==> src/rtl/core/vtm_pkg.sv <==
package vtm_pkg;

  localparam int unsigned LANES  = 4;
  localparam int unsigned ELEM_W = 32;
  localparam int unsigned PROD_W = 2 * ELEM_W;
  localparam int unsigned PAIR_W = PROD_W + 1;
  localparam int unsigned SUM_W  = PROD_W + 2;

  localparam logic FUNC_LOAD  = 1'b0;
  localparam logic FUNC_XFORM = 1'b1;

  typedef logic signed [ELEM_W-1:0] vtm_elem_t;
  typedef logic signed [PROD_W-1:0] vtm_prod_t;
  typedef logic signed [PAIR_W-1:0] vtm_pair_t;
  typedef logic signed [SUM_W-1:0]  vtm_sum_t;

  typedef vtm_elem_t [LANES-1:0] vtm_vec_t;

  // Load enables for the three lane pipeline stages.
  typedef struct packed {
    logic mul_en;
    logic pair_en;
    logic sum_en;
  } vtm_adv_t;

endpackage

==> src/rtl/core/vtm_merge.sv <==
module vtm_merge #(
  parameter int unsigned FRAC_BITS = 16
) (
  input  logic               clk,
  input  logic               en,
  input  vtm_pkg::vtm_sum_t  sums [vtm_pkg::LANES],
  output vtm_pkg::vtm_vec_t  res
);

  vtm_pkg::vtm_sum_t  shifted [vtm_pkg::LANES];
  vtm_pkg::vtm_vec_t  sat;

  // Arithmetic shift floors toward minus infinity; then clamp to 32 bits.
  always_comb begin
    for (int i = 0; i < vtm_pkg::LANES; i++) begin
      shifted[i] = sums[i] >>> FRAC_BITS;
      if ((&shifted[i][vtm_pkg::SUM_W-1:vtm_pkg::ELEM_W-1]) ||
          !(|shifted[i][vtm_pkg::SUM_W-1:vtm_pkg::ELEM_W-1])) begin
        sat[i] = shifted[i][vtm_pkg::ELEM_W-1:0];
      end else if (shifted[i][vtm_pkg::SUM_W-1]) begin
        sat[i] = {1'b1, {(vtm_pkg::ELEM_W-1){1'b0}}};
      end else begin
        sat[i] = {1'b0, {(vtm_pkg::ELEM_W-1){1'b1}}};
      end
    end
  end

  always_ff @(posedge clk) begin
    if (en) begin
      res <= sat;
    end
  end

endmodule

==> config.mk <==
export PLATFORM = sky130hd
export DESIGN_NAME = vtm_merge
export DESIGN_NICKNAME = d
export VERILOG_FILES = /design/src/rtl/core/vtm_pkg.sv /design/src/rtl/core/vtm_merge.sv
export SDC_FILE = /design/constraint.sdc
export NUM_CORES = 1
export LEC_CHECK = 0
export BUFFER_PORTS_ARGS = -buffer_cell sky130_fd_sc_hd__buf_2
export CORE_AREA = 2 2 153 155
export CTS_BUF_LIST = sky130_fd_sc_hd__clkbuf_4 sky130_fd_sc_hd__clkbuf_8 sky130_fd_sc_hd__clkbuf_16
export CTS_CLUSTER_DIAMETER = 100
export DETAILED_ROUTE_END_ITERATION = 8
export DIE_AREA = 0 0 155 157
export SLEW_MARGIN = 20
export SYNTH_ARGS = -nofsm -noshare
export SYNTH_HDL_FRONTEND = slang
export SYNTH_SLANG_ARGS = --single-unit
==> constraint.sdc <==
create_clock -name clk -period 5.85 [get_ports clk]
set_input_delay 1.755 -clock clk [delete_from_list [all_inputs] [get_ports clk]]
set_output_delay 1.755 -clock clk [all_outputs]
set_load 0.02 [all_outputs]
==> key figures, run 1 <==
Yosys
  • Netlist Area Pre-Place: approximately 5600 sq um
  • Syn_area_per_cell: about 16 sq um
  • Syn nets: 606
  • Gate Count Post-Synth: 340
  • Yosys cell types: 15
  • #FFs+latches synth: around 130
  • Sequential share of the synthesized area: 68.93%
  • Synth Warn #: 0

Power
  • Switch share: 26.75%
  • Psw: 0.6451 mW
  • Clock share of power: about two fifths
  • Flop pwr share: a little under half
  • Leakage: between 3 and 4 nW
  • VDD IR max: between 0.00015 and 0.0002 V
  • Internal: between 1.5 and 2 mW
  • Logic pwr share: between 10% and 20%
  • PwrDens: 303.3 nW/um^2

Route
  • ANT nets after route: 0
  • Via count: 4,222
  • Number of iterations in the first detailed-routing pass: 4
  • WL final: 15,340 um
  • Wirelength per Cell: between 15 and 20 um
  • # DRC: 0
  • DR vias/cell: around 4.4
  • Iteration-0 DRC Markers: about 180

Layout
  • Final #Nets: between 900 and 1k
  • Max reg flops: around 130
  • Biggest regs: res (128)
  • Fill cell count: 2,260
  • Fin area: 7953 sq um
  • Layout cells sized above 1: 69.32%
  • Synth-to-Final Area Change: 42.61%
  • Register with the most flip-flops: res

Worst setup path
  • Worst Path Required: between 6000 and 7000 ps
  • Critical path fanouts, max: 31
  • CP Launch Type: input pin
  • Crit path DAT: between 3000 and 4000 ps
  • CP endpoint kind: register
  • Crit path kind: input pin to register

STA
  • Final setup fails: 0
  • Sum Neg Setup Slack: 0 ps
  • RSZ-0062 raised after global routing: false
  • Fin worst setup slack: ~2600 ps
  • Final Hold Viols: 0
  • Peak Freq: roughly 310 MHz
  • Fin crit share: a little over half
  • WHS: roughly 1600 ps
  • Tmin final: roughly 3200 ps
  • Slew @ Worst Pin: around 1100 ps
  • Max-slew violations: 0
  • Worst relative slew slack: between 20% and 30%

Hold path
  • Worst hold path class: input pin to register
  • Hold Path Stages: 1
  • Hold Path End: res[127]
  • Worst Hold Launch: sums[65]

CTS
  • CTS clk-pin slew, worst paths: around 70 ps
  • CTS Hold Buffers Added: 0
  • Clock buffer count from CTS: 17
  • Postcts setup bufs: 0
  • Post-CTS sizing: 0
  • Depth of the CTS H-tree: 4
  • Clock root buffer: clkbuf_16
  • CTS tree: done
  • TritonCTS Sinks: 128
  • Max Root-Sink Buffers: 2

Job
  • Number of max-cap violations: 0

Die
  • Core area: around 23,000 sq um
  • Initial Util: 24.78%
  • Num ports: just under 400
  • Row count: between 50 and 60
  • Die Y: 157 um
  • Die Width: 155 um
  • DIE AREA: between 20,000 and 25,000 sq um

Placed design
  • DP HPWL: roughly 11,000 um
  • GPL Wtd Cong: roughly 0.74
  • IO buf count: about 330
  • Post-Place Worst Slack: roughly 2200 ps
  • DP Area: approximately 7400 sq um

Global route
  • Largest net degree at the start of global routing: between 100 and 150
  • Vias in the first global route: 4,304
  • GRT Total Usage: roughly 12%
  • Congestion Overflow GR: 0
  • First-pass GRT wire length: 22,780 um
  • Initial antenna violation count: 3

Status
  • Status: finished clean
-- worst max-delay path, cell delays in order --
cell	delay, ps
buf_2	100
nor4_1	340
nand4_1	160
nor4_2	310
a31o_2	590
a21o_2	240
-- worst max path at each step --
stage          startpoint       end  slack [ps]  cells after the start
4_1_cts         sums[182]   res[32]        2640                      6
2_1_floorplan    sums[58]  res[100]        2800                      6
3_5_place_dp    sums[117]   res[75]        2190                      6
6_report        sums[182]   res[32]        2640                      6
5_1_grt         sums[252]   res[29]        2480                      6
3_3_place_gp     sums[50]  res[110]        2230                      6
-- layout make-up --
| type | instances | area [sq um] | area share, % |
|---|---|---|---|
| well taps | 285 | 356.6 | 4.484 |
| diodes | 2 | 5.005 | 0.06293 |
| flip-flops and latches | 128 | 3844 | 48.33 |
| clock inverters | 15 | 113.9 | 1.432 |
| repair buffers | 334 | 1690 | 21.26 |
| multi-input cells | 184 | 1518 | 19.08 |
| clock buffers | 17 | 425.4 | 5.349 |
-- stage by stage --
stage	cells	util [%]	total power, mW
2_1_floorplan	340	-	1.285
3_5_place_dp	931	32.92	1.457
4_1_cts	963	35.32	2.453
5_1_grt	963	35.32	2.519
3_3_place_gp	931	32.92	1.452
6_report	965	35.34	2.412
-- cells by family after synthesis --
logic type             Yosys count  synth area share (%)
AO/OA/AOI/OAI                  132                 20.37
buffers and inverters           28                 4.779
AND/OR/NAND/NOR                 52                 5.923
flip-flops                     128                 68.93
-- power by group through the flow --
stage	clock [mW]	sequential (mW)	combinational, mW
CTS	1.01	1.11	0.330
global placement	0	1.12	0.328
finish	0.979	1.11	0.326
global route	1.05	1.11	0.351
detailed placement	0	1.13	0.330
floorplan	0	1.22	0.0616
-- routing by layer --
metal	GRT usage (%)	wire, um	vias to the layer above
met4	4.850	350	0
met1	13.27	5971	1961
met5	0	0	-
met2	20.70	7454	216
li1	-	-	2020
met3	5.809	1562	25
-- cell usage in the layout (no fill, tap or decap) --
cell type	n
nand4_1	20
a31o_2	4
buf_4	5
clkinv_1	1
a311oi_4	4
clkinv_4	5
edfxtp_1	128
clkbuf_16	17
nor2_1	8
and3_1	4
a21o_1	31
a21o_2	93
buf_6	1
clkinv_2	2
buf_2	328
diode_2	2
nor4_1	16
inv_6	3
nor4_2	4
clkinvlp_4	4
-- Yosys cell counts, drive strengths merged --
cell,n,area share [%]
dlygate4sd3,3,0.54
clkbuf,1,0.067
edfxtp,128,69
nand4,20,2.2
buf,24,4.2
nor2,8,0.54
a31o,4,0.63
a21o,124,19
and3,4,0.45
a311oi,4,0.96
nor4,20,2.7
Power figures use the tool's default switching activity.
==> run 2, diff against run 1 <==
ABC_AREA = 1   (was not set)
CORE_AREA = 2 2 155 157   (was 2 2 153 155)
DIE_AREA = 0 0 157 159   (was 0 0 155 157)
clock period = 2.94 ns   (was 5.85 ns; I/O delays follow)
==> key figures, run 2 <==
Die
  • Die Width: approximately 160 um
  • Initial Util: between 20% and 30%
  • DIE AREA: ~25,000 sq um
  • Core area: around 23,000 sq um
  • Num ports: about 390
  • Die Y: between 150 and 200 um
  • Row count: between 50 and 60

Worst setup path
  • Crit path max-delay family: simple AND/OR/NAND/NOR gates
  • Worst setup startpoint: sums[263]
  • CP max-delay cell: nand2_2
  • Levels on crit path: 7
  • CP max stage delay: ~450 ps
  • Crit-path cells: buf_2 -> or2_1 -> nor2_1 -> nand3_2 -> nand2_2 -> nand2_1 -> nand2_1
  • CP endpoint: res[4]
  • Most used cell, CP: nand2_1
  • CP Launch Type: input pin
  • WP buf/inv: 1
  • Crit path DAT: 2200 ps
  • CP endpoint kind: register
  • Crit path kind: input pin to register
  • Worst Path Required: about 3200 ps
  • Critical path fanouts, max: 31

CTS
  • Clock buffer count from CTS: 17
  • Postcts setup bufs: 0
  • CTS clk-pin slew, worst paths: around 60 ps
  • TritonCTS Sinks: around 130
  • CTS Hold Buffers Added: 0
  • Post-CTS sizing: 0
  • Max Root-Sink Buffers: 2
  • CTS tree: done
  • Clock root buffer: clkbuf_16
  • Depth of the CTS H-tree: 4

Global route
  • First-pass GRT wire length: ~24,000 um
  • Initial antenna violation count: 2
  • Vias in the first global route: roughly 4.7k
  • Congestion Overflow GR: 0
  • GRT Total Usage: 12.39%
  • Largest net degree at the start of global routing: 43

Layout
  • Max reg flops: between 100 and 150
  • Synth-to-Final Area Change: 45.10%
  • Register with the most flip-flops: res
  • Final #Nets: between 1k and 1.5k
  • Final Non-Filler Cells: ~1.2k
  • Most common cell after layout, fill and taps aside: buf_2
  • Fin area: just over 8000 sq um
  • Most frequent cells in the layout: buf_2 (328), nand2_1 (289), edfxtp_1 (128)
  • Layout cells sized above 1: a little over two fifths
  • Biggest regs: res (128)

Placed design
  • DP Area: roughly 7500 sq um
  • IO buf count: between 300 and 400
  • GPL Wtd Cong: just over 0.8
  • DP HPWL: around 12,000 um
  • Total placed cells including tap cells: between 1k and 1.5k

STA
  • Fin crit share: between 60 and 70%
  • Worst relative slew slack: roughly three fifths
  • Max-slew violations: 0
  • RSZ-0062 raised after global routing: false
  • Final Hold Viols: 0
  • Tmin final: 1923 ps
  • Slew @ Worst Pin: roughly 600 ps
  • Final setup fails: 0
  • Sum Neg Setup Slack: 0 ps
  • Peak Freq: about 520 MHz

Route
  • Via count: 4,830
  • Iteration-0 DRC Markers: slightly below 200
  • ANT nets after route: 0
  • Wirelength per Cell: between 10 and 15 um
  • WL final: ~16,000 um
  • # DRC: 0
  • Number of iterations in the first detailed-routing pass: 4
  • DR vias/cell: between 4 and 5

Power
  • PwrDens: ~610 nW/um^2
  • Final Power: approximately 5 mW
  • Leakage: between 3 and 4 nW
  • VDD IR max: between 0.0003 and 0.0004 V

Yosys
  • Most common cell in the synthesized netlist: nand2_1
  • Synth top area cells: edfxtp_1 (69%), nand2_1 (19%), nor2_1 (3.7%)
  • Yosys cell types: 16
  • #FFs+latches synth: 128
  • Gate Count Post-Synth: roughly 540
  • Area leader, netlist: edfxtp_1
  • Post-synth ARST share: 0%
  • Netlist Area Pre-Place: between 5000 and 6000 sq um
  • Syn nets: 801
  • Most used DFF post-synth: edfxtp_1
  • Sequential share of the synthesized area: between 60% and 70%
  • Post-synth EDFFs: ~130
  • Synth Warn #: 0
  • Syn_area_per_cell: between 10 and 15 sq um
  • Synth top cells by count: nand2_1 (289), edfxtp_1 (128), nor2_1 (56)
  • Area fraction of the dominant cell type after synthesis: 68.53%

Status
  • Status: finished clean

Hold path
  • Worst hold path class: input pin to register

Job
  • Number of max-cap violations: 0
[run 2: area by class of cell]
class	instances	area [sq um]
Antenna cell	1	2.502
Multi-Input combinational cell	375	1494
Inverter	4	15.01
Clock buffer	18	432.9
Sequential cell	128	3844
Fill cell	2403	15050
Clock inverter	14	166.4
Timing Repair Buffer	340	1785
Tap cell	319	399.1
[run 2: worst min path at each step]
stage | start | endpoint | slack, ps | cells after the start
3_3_place_gp | sums[131] | res[95] | 1090 | 1
5_1_grt | sums[263] | res[31] | 660 | 1
6_report | sums[263] | res[31] | 690 | 1
4_1_cts | sums[263] | res[31] | 660 | 1
2_1_floorplan | en | res[0] | 990 | 0
3_5_place_dp | sums[131] | res[95] | 1100 | 1
[run 2: through the flow]
stage | hold WS, ps | util (%) | setup WS (ps)
3_5_place_dp | 1101 | 32.50 | 581.9
2_1_floorplan | 994.5 | - | 1055
5_1_grt | 659.3 | 35.09 | 891.2
3_3_place_gp | 1091 | 32.50 | 596.0
4_1_cts | 655.1 | 35.08 | 1014
6_report | 685.2 | 35.09 | 1017
[run 2: logic make-up after synthesis]
| group | synth area share, % |
|---|---|
| DFF | 68.53 |
| and+or+nand+nor | 26.63 |
| buffers and inverters | 4.840 |
[run 2: where the power goes]
part	switching (mW)	internal [mW]	total, mW
registers	0.0311	2.17	2.20
logic	0.392	0.234	0.626
clock network	0.811	1.34	2.15
total	1.23	3.74	4.98
[run 2: metal layers]
| layer | vias to the layer above | wire length, um | GRT usage [%] |
|---|---|---|---|
| li1 | 2413 | - | - |
| met1 | 2188 | 6407 | 13.68 |
| met2 | 211 | 7732 | 21.29 |
| met3 | 16 | 1510 | 5.226 |
| met4 | 2 | 244 | 4.295 |
| met5 | - | 16 | 0 |
